**config.mk**
```make
export PLATFORM = sky130hd
export DESIGN_NAME = serial_command_line_decoder_top_flat
export DESIGN_NICKNAME = d
export VERILOG_FILES = /design/src/rtl/scld_pkg.sv /design/src/rtl/scld_byte_if.sv /design/src/rtl/scld_event_if.sv /design/src/rtl/serial_command_line_decoder_top.sv /design/src/rtl/scld_ram.sv /design/src/rtl/scld_ctrl.sv /design/src/rtl/scld_dp.sv /design/src/flat_wrapper.sv
export VERILOG_INCLUDE_DIRS = /design/src /design/src/rtl
export SDC_FILE = /design/constraint.sdc
export NUM_CORES = 1
export LEC_CHECK = 0
export BUFFER_PORTS_ARGS = -buffer_cell sky130_fd_sc_hd__buf_2
export CORE_UTILIZATION = 55
export DETAILED_ROUTE_END_ITERATION = 6
export PLACE_DENSITY = 0.73
export RECOVER_POWER = 100
export SLEW_MARGIN = 25
export SYNTH_ARGS = -nofsm -noshare
export SYNTH_HDL_FRONTEND = slang
export SYNTH_HIERARCHICAL = 1
export SYNTH_SLANG_ARGS = --single-unit
export TNS_END_PERCENT = 50
```
**constraint.sdc**
```tcl
create_clock -name clk -period 4.1 [get_ports clk]
set_input_delay 0.82 -clock clk [delete_from_list [all_inputs] [get_ports clk]]
set_output_delay 0.82 -clock clk [all_outputs]
set_load 0.01 [all_outputs]
```
**src/rtl/serial_command_line_decoder_top_macros.svh**
```systemverilog
// Assertion macros for the command line decoder.
`ifndef SERIAL_COMMAND_LINE_DECODER_TOP_MACROS_SVH
`define SERIAL_COMMAND_LINE_DECODER_TOP_MACROS_SVH
`ifndef SYNTHESIS
// Check: antecedent implies consequent in the same cycle.
`define SCLD_ASSERT_IMP(label, clk, rst, ante, cons) \
  label: assert property (@(posedge clk) disable iff (rst) (ante) |-> (cons)) \
    else $error("scld check failed");
// Check that the antecedent implies the consequent in the next cycle.
`define SCLD_ASSERT_NEXT(label, clk, rst, ante, cons) \
  label: assert property (@(posedge clk) disable iff (rst) (ante) |=> (cons)) \
    else $error("scld check failed");
`else
`define SCLD_ASSERT_IMP(label, clk, rst, ante, cons)
`define SCLD_ASSERT_NEXT(label, clk, rst, ante, cons)
`endif
`endif

```
**src/rtl/scld_pkg.sv**
```systemverilog
`timescale 1ns / 1ps
`default_nettype none
package scld_pkg;

  localparam int LINE_CAPACITY_DEF = 80;

  localparam logic [7:0] CH_BS    = 8'h08;
  localparam logic [7:0] CH_DEL   = 8'h7F;
  localparam logic [7:0] CH_TICK  = 8'h60;
  localparam logic [7:0] CH_TAB   = 8'h09;
  localparam logic [7:0] CH_CR    = 8'h0D;
  localparam logic [7:0] CH_LF    = 8'h0A;
  localparam logic [7:0] CH_MINUS = 8'h2D;
  localparam logic [7:0] CH_ZERO  = 8'h30;
  localparam logic [7:0] CH_NINE  = 8'h39;
  localparam logic [7:0] CH_V     = 8'h76;
  localparam logic [7:0] CH_B     = 8'h62;
  localparam logic [7:0] CH_N     = 8'h6E;
  localparam logic [7:0] CH_I     = 8'h69;
  localparam logic [7:0] CH_U     = 8'h75;
  localparam logic [7:0] CH_P     = 8'h70;
  localparam logic [7:0] CH_NUL   = 8'h00;

  typedef enum logic [3:0] {
    EV_SPEED    = 4'd0,
    EV_BIAS     = 4'd1,
    EV_STOP     = 4'd2,
    EV_INIT     = 4'd3,
    EV_UPDATE   = 4'd4,
    EV_REPORT   = 4'd5,
    EV_UNKNOWN  = 4'd6,
    EV_OVERFLOW = 4'd7,
    EV_CLEARED  = 4'd8
  } event_t;

  typedef enum logic [1:0] {
    ST_IDLE,
    ST_PRIME,
    ST_WALK,
    ST_FINISH
  } state_t;

  typedef struct packed {
    logic take;
    logic scan_step;
    logic scan_proc;
    logic emit;
  } ctl_t;

  typedef struct packed {
    logic is_eol;
    logic scan_end;
    logic out_free;
  } sts_t;

endpackage
`default_nettype wire

```
**src/rtl/scld_byte_if.sv**
```systemverilog
`timescale 1ns / 1ps
`default_nettype none
interface scld_byte_if;
  logic       valid;
  logic       ready;
  logic [7:0] rx_byte;

  modport source (output valid, output rx_byte, input ready);
  modport sink (input valid, input rx_byte, output ready);
endinterface
`default_nettype wire

```
**src/rtl/scld_event_if.sv**
```systemverilog
`timescale 1ns / 1ps
`default_nettype none
interface scld_event_if;
  logic               valid;
  logic               ready;
  logic        [3:0]  event_code;
  logic signed [31:0] argument;
  logic        [7:0]  command_letter;

  modport source (output valid, output event_code, output argument,
                  output command_letter, input ready);
  modport sink (input valid, input event_code, input argument,
                input command_letter, output ready);
endinterface
`default_nettype wire

```
**src/rtl/serial_command_line_decoder_top.sv**
```systemverilog
// Channel  Dir  Payload                                   Handshake
// rx       in   rx_byte[7:0]                              valid/ready
// ev       out  event_code[3:0] argument[31:0] letter[7:0] valid/ready
//
// A byte that only edits the line is taken without starting a scan.
// CR or LF walks the stored line one character a cycle through the line
// memory read port until the line ends or holds a non-numeric character.
// Synchronous reset empties the line; memory contents are not cleared.
// rx is held off during a scan and while the output register holds an untaken word.
`timescale 1ns / 1ps
`default_nettype none
`include "serial_command_line_decoder_top_macros.svh"
module serial_command_line_decoder_top #(
  parameter int LINE_CAPACITY = scld_pkg::LINE_CAPACITY_DEF
) (
  input  wire logic   clk,
  input  wire logic   rst,
  scld_byte_if.sink   rx,
  scld_event_if.source ev
);
  import scld_pkg::*;

  ctl_t ctl;
  sts_t sts;

  scld_ctrl u_ctrl (
    .clk      (clk),
    .rst      (rst),
    .rx_valid (rx.valid),
    .rx_ready (rx.ready),
    .sts      (sts),
    .ctl      (ctl)
  );

  scld_dp #(
    .LINE_CAPACITY (LINE_CAPACITY)
  ) u_dp (
    .clk            (clk),
    .rst            (rst),
    .rx_byte        (rx.rx_byte),
    .ctl            (ctl),
    .sts            (sts),
    .out_valid      (ev.valid),
    .out_ready      (ev.ready),
    .event_code     (ev.event_code),
    .argument       (ev.argument),
    .command_letter (ev.command_letter)
  );

  `SCLD_ASSERT_IMP(a_ready_needs_room, clk, rst, rx.ready, (!ev.valid || ev.ready))
  `SCLD_ASSERT_IMP(a_no_take_in_scan, clk, rst, ctl.scan_step, !rx.ready)
  `SCLD_ASSERT_NEXT(a_eol_starts_scan, clk, rst, (ctl.take && sts.is_eol), ctl.scan_step)
  `SCLD_ASSERT_IMP(a_emit_has_room, clk, rst, ctl.emit, sts.out_free)

endmodule
`default_nettype wire

```
**src/rtl/scld_ram.sv**
```systemverilog
`timescale 1ns / 1ps
`default_nettype none
module scld_ram #(
  parameter int WIDTH = 8,
  parameter int DEPTH = 80
) (
  input  wire logic                     clk,
  input  wire logic                     we,
  input  wire logic [$clog2(DEPTH)-1:0] waddr,
  input  wire logic [WIDTH-1:0]         wdata,
  input  wire logic [$clog2(DEPTH)-1:0] raddr,
  output logic      [WIDTH-1:0]         rdata
);

  logic [WIDTH-1:0] mem [DEPTH];

  always_ff @(posedge clk) begin
    if (we) begin
      mem[waddr] <= wdata;
    end
    rdata <= mem[raddr];
  end

endmodule
`default_nettype wire

```
**src/rtl/scld_ctrl.sv**
```systemverilog
`timescale 1ns / 1ps
`default_nettype none
module scld_ctrl (
  input  wire logic          clk,
  input  wire logic          rst,
  input  wire logic          rx_valid,
  output logic               rx_ready,
  input  wire scld_pkg::sts_t sts,
  output scld_pkg::ctl_t     ctl
);
  import scld_pkg::*;

  state_t state, state_next;

  always_ff @(posedge clk) begin
    if (rst) begin
      state <= ST_IDLE;
    end else begin
      state <= state_next;
    end
  end

  always_comb begin
    state_next = state;
    rx_ready   = 1'b0;
    ctl        = '0;
    unique case (state)
      ST_IDLE: begin
        rx_ready = sts.out_free;
        ctl.take = rx_valid && sts.out_free;
        if (ctl.take && sts.is_eol) begin
          state_next = ST_PRIME;
        end
      end
      ST_PRIME: begin
        ctl.scan_step = 1'b1;
        state_next    = ST_WALK;
      end
      ST_WALK: begin
        ctl.scan_step = 1'b1;
        ctl.scan_proc = 1'b1;
        if (sts.scan_end) begin
          state_next = ST_FINISH;
        end
      end
      ST_FINISH: begin
        if (sts.out_free) begin
          ctl.emit   = 1'b1;
          state_next = ST_IDLE;
        end
      end
      default: begin
        state_next = ST_IDLE;
      end
    endcase
  end

endmodule
`default_nettype wire

```
**src/rtl/scld_dp.sv**
```systemverilog
`timescale 1ns / 1ps
`default_nettype none
module scld_dp #(
  parameter int LINE_CAPACITY = scld_pkg::LINE_CAPACITY_DEF
) (
  input  wire logic               clk,
  input  wire logic               rst,
  input  wire logic [7:0]         rx_byte,
  input  wire scld_pkg::ctl_t     ctl,
  output scld_pkg::sts_t          sts,
  output logic                    out_valid,
  input  wire logic               out_ready,
  output logic        [3:0]       event_code,
  output logic signed [31:0]      argument,
  output logic        [7:0]       command_letter
);
  import scld_pkg::*;

  localparam int LW = $clog2(LINE_CAPACITY + 1);
  localparam int AW = $clog2(LINE_CAPACITY);

  logic [LW-1:0] length;
  logic [LW-1:0] eff_len;
  logic [7:0]    first_char;
  logic          first_zero;

  logic [LW-1:0] scan_len;
  logic [LW-1:0] rptr;
  logic [LW-1:0] dpos;
  logic [7:0]    letter;
  logic          negative;
  logic          bad;
  logic          has_rest;
  logic [31:0]   mag;
  logic [35:0]   prod;
  logic [31:0]   mag_next;

  logic [7:0]    rdata;
  logic          we;

  logic is_bs, is_tick, is_tab, is_eol, is_full;
  logic in_line, is_minus, is_digit;
  logic is_int;

  logic          res_ok;
  event_t        res_code;
  logic [31:0]   res_arg;
  logic [31:0]   value;
  logic          load;
  event_t        load_code;
  logic [31:0]   load_arg;
  logic [7:0]    load_letter;

  event_t        ev_reg;

  assign eff_len = (length != '0 && first_zero) ? '0 : length;
  assign is_bs   = (rx_byte == CH_BS) || (rx_byte == CH_DEL);
  assign is_tick = (rx_byte == CH_TICK);
  assign is_tab  = (rx_byte == CH_TAB);
  assign is_eol  = (rx_byte == CH_CR) || (rx_byte == CH_LF);
  assign is_full = (eff_len == LW'(LINE_CAPACITY));

  assign we = ctl.take && !is_bs && !is_tick && !is_tab && !is_eol && !is_full;

  scld_ram #(
    .WIDTH (8),
    .DEPTH (LINE_CAPACITY)
  ) u_ram (
    .clk   (clk),
    .we    (we),
    .waddr (eff_len[AW-1:0]),
    .wdata (rx_byte),
    .raddr (rptr[AW-1:0]),
    .rdata (rdata)
  );

  assign in_line  = (dpos < scan_len) && (rdata != CH_NUL);
  assign is_minus = (dpos == LW'(1)) && (rdata == CH_MINUS);
  assign is_digit = (rdata >= CH_ZERO) && (rdata <= CH_NINE);
  assign prod     = ({4'b0, mag} << 3) + ({4'b0, mag} << 1) + 36'(rdata[3:0]);
  assign mag_next = (prod > 36'h0_8000_0000) ? 32'h8000_0001 : prod[31:0];

  assign sts.is_eol   = is_eol;
  assign sts.scan_end = !in_line || (!is_minus && !is_digit);
  assign sts.out_free = !out_valid || out_ready;

  assign is_int = has_rest && !bad;

  always_comb begin
    if (negative) begin
      value = (mag >= 32'h8000_0000) ? 32'h8000_0000 : (32'd0 - mag);
    end else begin
      value = (mag > 32'h7FFF_FFFF) ? 32'h7FFF_FFFF : mag;
    end
  end

  always_comb begin
    res_ok   = 1'b1;
    res_code = EV_UNKNOWN;
    res_arg  = '0;
    unique case (letter)
      CH_V: begin
        res_ok   = is_int;
        res_code = EV_SPEED;
        res_arg  = value;
      end
      CH_B: begin
        res_ok   = is_int;
        res_code = EV_BIAS;
        res_arg  = value;
      end
      CH_N: begin
        res_ok   = !has_rest;
        res_code = EV_STOP;
      end
      CH_I: begin
        res_ok   = !has_rest;
        res_code = EV_INIT;
      end
      CH_U: begin
        res_ok   = !has_rest;
        res_code = EV_UPDATE;
      end
      CH_P: begin
        res_ok   = !has_rest;
        res_code = EV_REPORT;
      end
      default: begin
        res_ok   = 1'b1;
        res_code = EV_UNKNOWN;
      end
    endcase
  end

  always_comb begin
    load        = 1'b0;
    load_code   = EV_CLEARED;
    load_arg    = '0;
    load_letter = '0;
    priority if (ctl.emit) begin
      load        = res_ok;
      load_code   = res_code;
      load_arg    = res_arg;
      load_letter = letter;
    end else if (ctl.take && is_tick) begin
      load      = 1'b1;
      load_code = EV_CLEARED;
    end else if (ctl.take && !is_bs && !is_tab && !is_eol && is_full) begin
      load      = 1'b1;
      load_code = EV_OVERFLOW;
    end else begin
      load = 1'b0;
    end
  end

  // Line bookkeeping
  always_ff @(posedge clk) begin
    if (rst) begin
      length     <= '0;
      first_zero <= 1'b0;
    end else if (ctl.take) begin
      priority if (is_bs) begin
        length <= (eff_len != '0) ? eff_len - LW'(1) : '0;
      end else if (is_tick || is_eol) begin
        length <= '0;
      end else if (is_tab) begin
        length <= eff_len;
      end else if (is_full) begin
        length <= '0;
      end else begin
        length <= eff_len + LW'(1);
        if (eff_len == '0) begin
          first_zero <= (rx_byte == CH_NUL);
        end
      end
    end
  end

  always_ff @(posedge clk) begin
    if (we && eff_len == '0) begin
      first_char <= rx_byte;
    end
  end

  // Scan of the stored line
  always_ff @(posedge clk) begin
    if (ctl.take && is_eol) begin
      scan_len <= eff_len;
      letter   <= (eff_len != '0) ? first_char : CH_NUL;
      rptr     <= LW'(1);
      negative <= 1'b0;
      bad      <= 1'b0;
      has_rest <= 1'b0;
      mag      <= '0;
    end else begin
      if (ctl.scan_step) begin
        rptr <= rptr + LW'(1);
        dpos <= rptr;
      end
      if (ctl.scan_proc && in_line) begin
        has_rest <= 1'b1;
        priority if (is_minus) begin
          negative <= 1'b1;
        end else if (is_digit) begin
          mag <= mag_next;
        end else begin
          bad <= 1'b1;
        end
      end
    end
  end

  // Output register
  always_ff @(posedge clk) begin
    if (rst) begin
      out_valid <= 1'b0;
    end else if (load) begin
      out_valid <= 1'b1;
    end else if (out_ready) begin
      out_valid <= 1'b0;
    end
  end

  always_ff @(posedge clk) begin
    if (load) begin
      ev_reg         <= load_code;
      argument       <= load_arg;
      command_letter <= load_letter;
    end
  end

  assign event_code = ev_reg;

endmodule
`default_nettype wire
```
**src/flat_wrapper.sv**
```systemverilog
// flat-port wrapper written by rule: the top's interface ports become plain ports
module serial_command_line_decoder_top_flat import scld_pkg::*;
#(
  parameter int LINE_CAPACITY = scld_pkg::LINE_CAPACITY_DEF
)
  (clk, rst, rx_valid, rx_rx_byte, rx_ready, ev_valid, ev_event_code, ev_argument, ev_command_letter, ev_ready);
  scld_byte_if rx_i ();
  scld_event_if ev_i ();
  input  wire logic clk;
  input  wire logic rst;
  input wire logic [$bits(rx_i.valid)-1:0] rx_valid;
  input wire logic [$bits(rx_i.rx_byte)-1:0] rx_rx_byte;
  output wire logic [$bits(rx_i.ready)-1:0] rx_ready;
  output wire logic [$bits(ev_i.valid)-1:0] ev_valid;
  output wire logic [$bits(ev_i.event_code)-1:0] ev_event_code;
  output wire logic [$bits(ev_i.argument)-1:0] ev_argument;
  output wire logic [$bits(ev_i.command_letter)-1:0] ev_command_letter;
  input wire logic [$bits(ev_i.ready)-1:0] ev_ready;
  assign rx_i.valid = rx_valid;
  assign rx_i.rx_byte = rx_rx_byte;
  assign rx_ready = rx_i.ready;
  assign ev_valid = ev_i.valid;
  assign ev_event_code = ev_i.event_code;
  assign ev_argument = ev_i.argument;
  assign ev_command_letter = ev_i.command_letter;
  assign ev_i.ready = ev_ready;
  serial_command_line_decoder_top #(.LINE_CAPACITY(LINE_CAPACITY)) u_core (.clk(clk), .rst(rst), .rx(rx_i), .ev(ev_i));
endmodule
```
# Yosys cells after proc, flatten, opt, wreduce, memory -nomap -nowiden
# Memories as Yosys holds them, arrays and structs flattened. A register that Yosys moved wholly into a read port is not among the register bits.
# Index checks and enable logic that the tools add are counted.
[word_totals]
regBits = 127
ram_bits = 640
out_inout_bits = 46
wordCells = 142
n_memories = 1
[memory_table]
columns = ["memory", "depth", "width", "rd", "rd_clocked_by_memory_dff", "wr", "line_no", "source"]
rows = [
  ["u_core.u_dp.u_ram.mem", 80, 8, 1, 1, 1, "scld_ram.sv:15", "logic [WIDTH-1:0] mem [DEPTH];"],
]
[classes]
addsub = 6
order_cmp = 6
n_eq_ne = 21
muxes = 32
bitwise_logic = 7
n_reduce_logical = 53
[op_table]
columns = ["cell", "count"]
rows = [
  ["32-bit two-way mux", 4],
  ["8-bit by 7-bit equality test with 1-bit output (second input constant)", 8],
  ["7-bit two-way mux", 6],
  ["35-bit by 33-bit adder with 36-bit output", 1],
  ["36-bit by 4-bit adder with 36-bit output", 1],
  ["36-bit by 32-bit > comparator with 1-bit output (second input constant)", 1],
  ["8-bit by 4-bit equality test with 1-bit output (second input constant)", 4],
  ["32-bit greater-or-equal comparator (second input constant)", 1],
  ["32-bit by 31-bit > comparator with 1-bit output (second input constant)", 1],
  ["1-bit by 32-bit subtractor with 32-bit output (first input constant)", 1],
  ["1-bit logical AND", 20],
  ["3-bit one-hot mux with 6 select lines", 1],
  ["7-bit by 1-bit adder with 7-bit output (second input constant)", 2],
  ["7-bit nonzero test", 2],
  ["1-bit two-way mux", 13],
  ["4-bit two-way mux", 3],
  ["1-bit zero test", 11],
  ["3-bit AND reduction", 3],
  ["8-bit by 6-bit equality test with 1-bit output (second input constant)", 1],
  ["8-bit by 6-bit greater-or-equal comparator with 1-bit output (second input constant)", 1],
  ["8-bit by 6-bit less-or-equal comparator with 1-bit output (second input constant)", 1],
  ["8-bit zero test", 1],
  ["2-bit one-hot mux with 4 select lines", 1],
  ["8-bit nonzero test", 1],
  ["other kinds (19)", 36],
]

# Logic depth before layout (Yosys ltp)
# Gate-level depths: netlist (run 1).
[depth]
word_depth = 12
mapped_depth = 14
ltp_nobuf = 13

# Modules after synthesis
# Netlist (run 1), hierarchy kept.
[modules_own_cells]
columns = ["module", "n_inst", "cells_per_inst", "area_each_um2", "seq_area_each_um2"]
rows = [
  ["scld_ram", 1, 1112, 24902.6, 19378.6],
  ["scld_dp", 1, 1021, 8976.1, 3243.1],
  ["scld_ctrl", 1, 21, 196.4, 40.0],
]

# Worst setup path after synthesis (run 1)
# Ideal clock, no wire load.
[synth_path]
path_type = "register -> register"
from = "register u_core.u_dp.mag[2]"
to = "register u_core.u_dp.mag[0]"
arrival_time_ps = 3462
t_required_ps = 3981
path_slack_ps = 520
path_stages_with_launch = 13
path_buffers = 0
cell_sequence = "dfxtp_1 > inv_1 > fa_1 > fa_1 > nor2b_1 > o31ai_4 > a2111oi_0 > o21ai_0 > a2111oi_0 > nand4_1 > nor4b_2 > a41oi_1 > o221a_1"
[synth_via]
elab_chain_cells = 4
[synth_rtl]
columns = ["element", "line_no", "source"]
rows = [
  ["start: declaration", "scld_dp.sv:34", "logic [31:0] mag;"],
  ["start signal: assignment", "scld_dp.sv:205", "mag <= mag_next;"],
  ["35-bit by 33-bit adder with 36-bit output", "scld_dp.sv:80", "assign prod = ({4'b0, mag} << 3) + ({4'b0, mag} << 1) + 36'(rdata[3:0]);"],
  ["36-bit by 4-bit adder with 36-bit output", "scld_dp.sv:80", ""],
  ["36-bit by 32-bit > comparator with 1-bit output", "scld_dp.sv:81", "assign mag_next = (prod > 36'h0_8000_0000) ? 32'h8000_0001 : prod[31:0];"],
  ["32-bit two-way mux", "scld_dp.sv:81", ""],
]
# No other way between the ends.
# A chain may end at the register's enable or synchronous reset.

# Worst setup path after layout (run 1)
[layout_path]
from = "register u_core.u_dp.mag[0]"
to = "register u_core.u_dp.mag[15]"
[layout_via]
elab_chain_cells = 4
[layout_rtl]
columns = ["element", "line_no"]
rows = [
  ["35-bit by 33-bit adder with 36-bit output (*)", "scld_dp.sv:80"],
  ["36-bit by 4-bit adder with 36-bit output (*)", "scld_dp.sv:80"],
  ["36-bit by 32-bit > comparator with 1-bit output", "scld_dp.sv:81"],
  ["32-bit two-way mux (*)", "scld_dp.sv:81"],
]
# Every way passes the cells marked *; elsewhere a longest branch is shown, timed or not.

==> out/results.tsv, run 1 <==
stage	metric	value	unit
die	die height	250.9	µm
yosys	Cells after Synth	2154	
yosys	Syn. warnings	6	
global_routing	global-route wire length before repair	123400	µm
finish	layout cells sized above 1	0.1583	
finish	non-filler cells, final	3121	
status	failing checks	max-capacitance violations, max-slew violations	
finish	fin nets	2365	
setup_path	Reg2Reg Launch Point	u_core/u_dp/mag[0]	
status	status	complete, but fails checks	
global_routing	initial antenna violation count	4	
cts	CTS Sinks	775	
hold_path	min-delay worst type	register to register	
setup_path	R2R Setup Slk	0.16	ns
sta	f_max	253.8	MHz
route	ANT nets after route	0	
route	routed vias	20140	
route	Pre-antenna DRT Iters	5	
die	Die Area	62950	µm²
global_routing	GR Layer Usage met1	0.3614	
sta	final period utilization	0.9610	
setup_path	Worst Setup End Kind	register	
global_routing	grt ovf	0	
sta	final hold vios	0	
setup_path	worst reg-to-reg path cell count	14	
setup_path	Startpoint Class	register	
yosys	Mapped Area	34080	µm²
die	row count	90	
cts	Root Buffer Master	clkbuf_16	
setup_path	CP Max Fanout	24	
die	IO Count	58	
finish	fin util	0.6229	
run	Max Cap Viol	10	
cts	clk slew on worst S/H paths	0.06	ns
route	vias per cell	6.454	
yosys	count leader, synth	edfxtp_1	
place	Placer Congestion	0.9602	
route	drt wl/cell	26.12	µm
place	placed insts	2973	
place	PortBufs	57	
yosys	Post-synth top flop	edfxtp_1	
route	detailed router's first-iteration violation count	2124	
sta	Setup TNS	0	ns
cts	clock tree from TritonCTS	built	
yosys	post-synthesis sequential area ratio	0.6651	
route	DRT Wirelength	81530	µm
die	Initial Utilization	0.5604	
global_routing	grt met3 use	0.05146	
sta	clock skew	0.02501	ns
cts	Num CTS Buffers	80	
hold_path	Hold Crit Endpoint	u_core/u_dp/length[6]	
yosys	Commonest cells post-synth	714 x edfxtp_1, 223 x nor2_1, 168 x mux4_2, 124 x nand2_1, 77 x ha_1	
setup_path	Crit Path Category	register to register	
yosys	#FFs+latches synth	775	
setup_path	reg2reg end	u_core/u_dp/mag[15]	
yosys	dominant cells by area after synthesis	edfxtp_1 63%, mux4_2 11%, dfxtp_1 3.6%	
yosys	number of synthesized flops with an enable pin	714	
global_routing	gr usage total	0.2635	
die	core area	60810	µm²
pwr	Leak	12.52	nW
pwr	power density over the cells	593.1	nW/µm²
global_routing	grt peak-use layer	met2	
hold_path	Hold Startpoint	u_core/u_dp/length[6]	
yosys	ys async rst share	0	
sta	fin worst setup slack	0.1600	ns
cts	clock tree buffer depth	3	
pwr	worst vdd ir	0.4235	mV
cts	worst skew pair latency	0.63	ns
hold_path	worst hold stages	2	
place	DP HPWL	53480	µm
sta	worst slew pin tran	2.392	ns
yosys	Syn Area/Cell	15.82	µm²
place	setup slack at placement	-0.002202	ns
cts	H-Tree Depth	3	
die	Die X	250.9	µm
finish	synthesis-to-finish area growth	11.17	%
setup_path	crit path DAT	4.50	ns
sta	setup violators final	0	
route	residual DRC count	0	
yosys	syn_nets	2245	
sta	Final Slew Violations	566	
sta	RSZ-0062 raised after global routing	no	
setup_path	Worst EP required	4.66	ns
sta	max_slew headroom	-0.5944	
global_routing	largest net degree at the start of global routing	82	
yosys	Yosys top cell area share	0.6292	
sta	min cycle time layout	3.940	ns
yosys	Netlist cell types	84	
global_routing	met2 GRT Util	0.4228	
yosys	Synth area leader	edfxtp_1	
global_routing	vias in the first global route	19930	
==> per-stage QoR <==
stage | power, W | hold slack, ns | area [µm²]
6_report | 0.02247 | 0.4882 | 37880
5_1_grt | 0.02331 | 0.5283 | 37880
4_1_cts | 0.02256 | 0.4906 | 38110
3_5_place_dp | 0.01556 | 0.4786 | 35550
3_3_place_gp | 0.01548 | 0.4673 | 35550
2_1_floorplan | 0.01368 | 0.4367 | 34080
==> layout make-up <==
cell class                 instances  area, µm²
fill                            4362      22930
sequential                       775      22670
multi-input combinational       1235      10780
clock buffer                      93       2115
tap                              782      978.4
timing repair buffer             142      740.7
clock inverter                    53      440.4
inverter                          40      150.1
antenna                            1      2.502
==> how the worst max path moves through the flow <==
stage,from,to,slack [ns],depth (start not counted)
6_report,u_core/u_dp/mag[0],u_core/u_dp/mag[15],0.16,14
5_1_grt,u_core/u_dp/mag[8],u_core/u_dp/mag[0],0.008,11
4_1_cts,u_core/u_dp/mag[0],u_core/u_dp/mag[15],0.04,14
3_5_place_dp,u_core/u_dp/mag[0],u_core/u_dp/mag[0],-0.002,12
3_3_place_gp,u_core/u_dp/mag[0],u_core/u_dp/mag[0],0.09,12
2_1_floorplan,u_core/u_dp/mag[2],u_core/u_dp/mag[0],0.52,12
==> placed cells by master (no fill, tap or decap), types with 16 or more instances in the layout <==
| cell type | instances |
|---|---|
| a21o_1 | 19 |
| nor3_1 | 32 |
| nor4_1 | 18 |
| buf_4 | 27 |
| and2_1 | 16 |
| a22oi_1 | 48 |
| inv_1 | 37 |
| clkbuf_1 | 98 |
| xnor2_1 | 18 |
| o22a_1 | 21 |
| nor2_1 | 222 |
| mux4_2 | 168 |
| o21ai_0 | 46 |
| clkinv_1 | 27 |
| a21oi_1 | 64 |
| nand3_1 | 22 |
| nor2b_1 | 16 |
| mux2i_1 | 62 |
| clkbuf_16 | 83 |
| edfxtp_1 | 714 |
| dfxtp_1 | 58 |
| nand2_1 | 124 |
| nand2b_1 | 18 |
| ha_1 | 77 |
| clkbuf_2 | 18 |
| nand4_1 | 22 |
==> repair_timing <==
action | CTS | global route
resized for setup | 1 | 8
pin swaps | 0 | 2
hold buffers | 0 | 0
setup buffers | 0 | 1
endpoints found under the setup margin | 1 | 19
==> metal layers <==
layer,part of all wire,wire length [µm],vias to the layer above
li1,-,-,8842
met1,0.40,32590,10160
met2,0.48,38930,952
met3,0.085,6931,189
met4,0.038,3064,2
met5,0.00013,11,-
==> cell families after synthesis <==
group                    count (synthesis)  synth area share
AO/OA/AOI/OAI                          315           0.06474
XOR/XNOR                                32          0.008225
adder cells (fa/ha/maj)                 79           0.02945
buffers and inverters                  144           0.01920
flip-flops                             775            0.6651
multiplexers                           232            0.1299
AND/OR/NAND/NOR                        577           0.08342
==> registers in the layout, indices dropped and copies added (netlist names), 7 cells and up <==
signal                      count
u_core/u_dp/u_ram/rdata         8
u_core/u_dp/command_letter      8
u_core/u_dp/letter              8
u_core/u_dp/scan_len            7
u_core/u_dp/length              7
u_core/u_dp/mag                32
u_core/u_dp/rptr                7
u_core/u_dp/argument           32
u_core/u_dp/u_ram/mem         640
u_core/u_dp/dpos                7
u_core/u_dp/first_char          8
==> report_power, final <==
group | internal, W | switching (W) | leakage, nW
Combinational | 0.00269 | 0.00345 | 4.43
Clock | 0.00402 | 0.00297 | 1.23
Sequential | 0.00888 | 0.000448 | 6.86
Total | 0.0156 | 0.00687 | 12.5
==> worst max-delay path, stage by stage (launching register included) <==
cell	delay [ns]
dfxtp_1	0.36
inv_1	0.09
fa_1	0.53
fa_1	0.48
nor2b_2	0.20
o31ai_4	0.08
buf_4	0.18
a2111o_1	0.36
o211ai_1	0.23
a21oi_1	0.14
xnor2_1	0.17
a2111o_1	0.42
buf_6	0.20
nor4_1	0.30
a21o_1	0.12
(Power assumes the default switching activity.)
==> inputs of run 2 (changes only) <==
--- a/config.mk
+++ b/config.mk
@@ -7,10 +7,10 @@
 export NUM_CORES = 1
 export LEC_CHECK = 0
 export BUFFER_PORTS_ARGS = -buffer_cell sky130_fd_sc_hd__buf_2
+export CORE_MARGIN = 5
 export CORE_UTILIZATION = 55
 export DETAILED_ROUTE_END_ITERATION = 6
 export PLACE_DENSITY = 0.73
-export RECOVER_POWER = 100
 export SLEW_MARGIN = 25
 export SYNTH_ARGS = -nofsm -noshare
 export SYNTH_HDL_FRONTEND = slang
==> constraint.sdc (replaced) <==
create_clock -name clk -period 3.75 [get_ports clk]
set_input_delay 0.75 -clock clk [delete_from_list [all_inputs] [get_ports clk]]
set_output_delay 0.75 -clock clk [all_outputs]
set_load 0.01 [all_outputs]
==> run 2 against run 1 <==
Compared with the run above: the flow now finishes without violations; sequential cell count unchanged; hold slack worse by 0.023 ns; clock skew increased by 0.00074 ns; first-iteration DRC count decreased by 0.89%; design area increased by 2.7%; critical endpoint is now u_core/u_dp/mag[0].
==> out/results.tsv, run 2 (synthesis gave the netlist of run 1 again) <==
stage	metric	value	unit	change
finish	max reg flops	640		unchanged
pwr	power density over the cells	638.7	nW/µm²	was 593.1 nW/µm²
cts	CTS Sinks	775		unchanged
setup_path	CP startpoint	u_core/u_dp/u_ram/rdata[3]		was u_core/u_dp/mag[0]
place	placed insts	3055		was 2973
route	detailed router's first-iteration violation count	2105		was 2124
sta	worst slew pin tran	0.9855	ns	was 2.392 ns
cts	Root Buffer Master	clkbuf_16		unchanged
die	IO Count	58		unchanged
setup_path	Crit Path Category	register to register		unchanged
die	core area	61480	µm²	was 60810 µm²
finish	Fillers	4292		was 4362
cts	Num CTS Buffers	79		was 80
finish	fin nets	2443		was 2365
setup_path	crit path DAT	4.13	ns	was 4.50 ns
die	die height	258.9	µm	was 250.9 µm
global_routing	vias in the first global route	20260		was 19930
pwr	Final Total Pwr	0.02485	W	was 0.02247 W
finish	Biggest register	u_core/u_dp/u_ram/mem		unchanged
finish	layout cells sized above 1	0.2306		was 0.1583
sta	Final Slew Violations	0		was 566
sta	final hold vios	0		unchanged
finish	fin util	0.6327		was 0.6229
cts	clock tree buffer depth	3		unchanged
sta	max_slew headroom	0.3406		was -0.5944
route	vias per cell	6.346		was 6.454
setup_path	Startpoint Class	register		unchanged
sta	final period utilization	0.9652		was 0.9610
die	Initial Utilization	0.5542		was 0.5604
cts	clk slew on worst S/H paths	0.06	ns	about the same
setup_path	CP max stage delay	0.50	ns	was 0.53 ns
route	drt wl/cell	25.55	µm	was 26.12 µm
global_routing	grt ovf	0		unchanged
setup_path	most frequent cell on the critical path	buf_4		
cts	worst skew pair latency	0.63	ns	about the same
finish	# diodes	0		was 1
route	ANT nets after route	0		unchanged
route	Pre-antenna DRT Iters	5		unchanged
finish	commonest non-fill, non-tap cells in the layout	714 x edfxtp_1, 221 x nor2_1, 168 x mux4_2, 151 x buf_4, 124 x nand2_1		was 714 x edfxtp_1, 222 x nor2_1, 168 x mux4_2, 124 x nand2_1, 98 x clkbuf_1
sta	min cycle time layout	3.619	ns	was 3.940 ns
finish	non-filler cells, final	3205		was 3121
setup_path	CP Max Fanout	7		was 24
place	DP HPWL	54420	µm	was 53480 µm
global_routing	largest net degree at the start of global routing	77		was 82
setup_path	crit-path cells	inv_2 -> fa_1 -> fa_2 -> nor2b_1 -> buf_4 -> o31ai_4 -> buf_6 -> a2111o_1 -> o211ai_1 -> buf_4 -> xnor2_1 -> nand4_1 -> nor4b_2 -> a41oi_2 -> o221a_1		was inv_1 -> fa_1 -> fa_1 -> nor2b_2 -> o31ai_4 -> buf_4 -> a2111o_1 -> o211ai_1 -> a21oi_1 -> xnor2_1 -> a2111o_1 -> buf_6 -> nor4_1 -> a21o_1
cts	H-Tree Depth	3		unchanged
pwr	Leak	13.15	nW	was 12.52 nW
finish	synthesis-to-finish area growth	14.16	%	was 11.17%
cts	hold_buf cts	0		unchanged
route	DRT Wirelength	81890	µm	was 81530 µm
route	residual DRC count	0		unchanged
global_routing	gr usage total	0.2441		was 0.2635
finish	commonest non-fill, non-tap cell in the layout	edfxtp_1		unchanged
place	Placer Congestion	0.9353		was 0.9602
setup_path	Reg2Reg Launch Point	u_core/u_dp/u_ram/rdata[3]		was u_core/u_dp/mag[0]
die	row count	91		was 90
pwr	worst vdd ir	0.4996	mV	was 0.4235 mV
hold_path	Hold Startpoint	u_core/u_dp/bad		was u_core/u_dp/length[6]
sta	setup violators final	0		unchanged
setup_path	Worst EP required	4.26	ns	was 4.66 ns
status	status	completed		was complete, but fails checks
sta	RSZ-0062 raised after global routing	yes		was no
place	PortBufs	57		unchanged
setup_path	crit path max-delay cell type	fa_1		unchanged
setup_path	Worst Setup End Kind	register		unchanged
route	routed vias	20340		was 20140
global_routing	initial antenna violation count	1		was 4
die	Die Area	67030	µm²	was 62950 µm²
die	Die X	258.9	µm	was 250.9 µm
run	Max Cap Viol	0		was 10
sta	f_max	276.3	MHz	was 253.8 MHz
cts	clock tree from TritonCTS	built		unchanged
hold_path	min-delay worst type	register to register		unchanged
global_routing	global-route wire length before repair	124400	µm	was 123400 µm
finish	top flop regs	u_core/u_dp/u_ram/mem (640), u_core/u_dp/argument (32), u_core/u_dp/mag (32)		unchanged
sta	clock skew	0.02575	ns	was 0.02501 ns
-- run 2: timing repair --
item                                    in CTS  in global routing
endpoints found under the setup margin      18                 33
pin swaps                                    8                  8
endpoints found under the hold margin        0                  0
resized for setup                            9                 24
gates cloned                                 0                  1
buffers inserted                             0                  5
-- run 2: final cells by class --
class | instances | area, µm² | share of cell area
Clock buffer | 96 | 2041 | 0.05246
Clock inverter | 48 | 478.0 | 0.01229
Inverter | 40 | 150.1 | 0.003860
Multi-Input combinational cell | 1235 | 10920 | 0.2808
Sequential cell | 775 | 22680 | 0.5831
Tap cell | 790 | 988.4 | 0.02541
Timing Repair Buffer | 221 | 1638 | 0.04210
-- run 2: worst paths after layout --
path	end	cells after the start	slack (ns)
worst max-delay path	u_core/u_dp/mag[0]	15	0.13
worst min-delay path	u_core/u_dp/bad	2	0.47
worst max register to register	u_core/u_dp/mag[0]	15	0.13
worst min register to register	u_core/u_dp/bad	2	0.47
-- run 2: routing by layer --
| metal | vias up | global-route usage | wire length, µm |
|---|---|---|---|
| met2 | 875 | 0.4081 | 41050 |
| li1 | 8976 | - | - |
| met4 | 0 | 0.08012 | 2667 |
| met3 | 167 | 0.03998 | 6034 |
| met5 | - | 0 | 0 |
| met1 | 10320 | 0.3331 | 32140 |
-- run 2: power breakdown --
part | internal, W | switching [W] | leakage (nW) | total, W
logic | 0.00319 | 0.00381 | 5.07 | 0.00700
registers | 0.00971 | 0.000522 | 6.86 | 0.0102
clock network | 0.00434 | 0.00328 | 1.22 | 0.00761
total | 0.0172 | 0.00761 | 13.1 | 0.0248
-- run 2: through the flow --
| step | setup slack [ns] | area [µm²] | hold slack (ns) | setup TNS (ns) |
|---|---|---|---|---|
| 6_report | 0.1305 | 38900 | 0.4651 | 0 |
| 5_1_grt | -0.03948 | 38900 | 0.4654 | -0.2396 |
| 4_1_cts | 0.04723 | 38740 | 0.4353 | 0 |
| 3_5_place_dp | -0.3041 | 36170 | 0.4604 | -1.314 |
| 3_3_place_gp | -0.1850 | 36170 | 0.4527 | -0.4400 |
| 2_1_floorplan | 0.1695 | 34080 | 0.4367 | 0 |
-- run 2: worst max-delay path: cells and delay by family, from the launching register on --
| kind | cells | cell delay [ns] |
|---|---|---|
| AOI/OAI and AO/OA | 5 | 1.07 |
| xor gates and xnor gates | 1 | 0.14 |
| adders and majority gates | 2 | 0.86 |
| buffers and inverters | 4 | 0.51 |
| DFF | 1 | 0.33 |
| and+or+nand+nor | 3 | 0.59 |
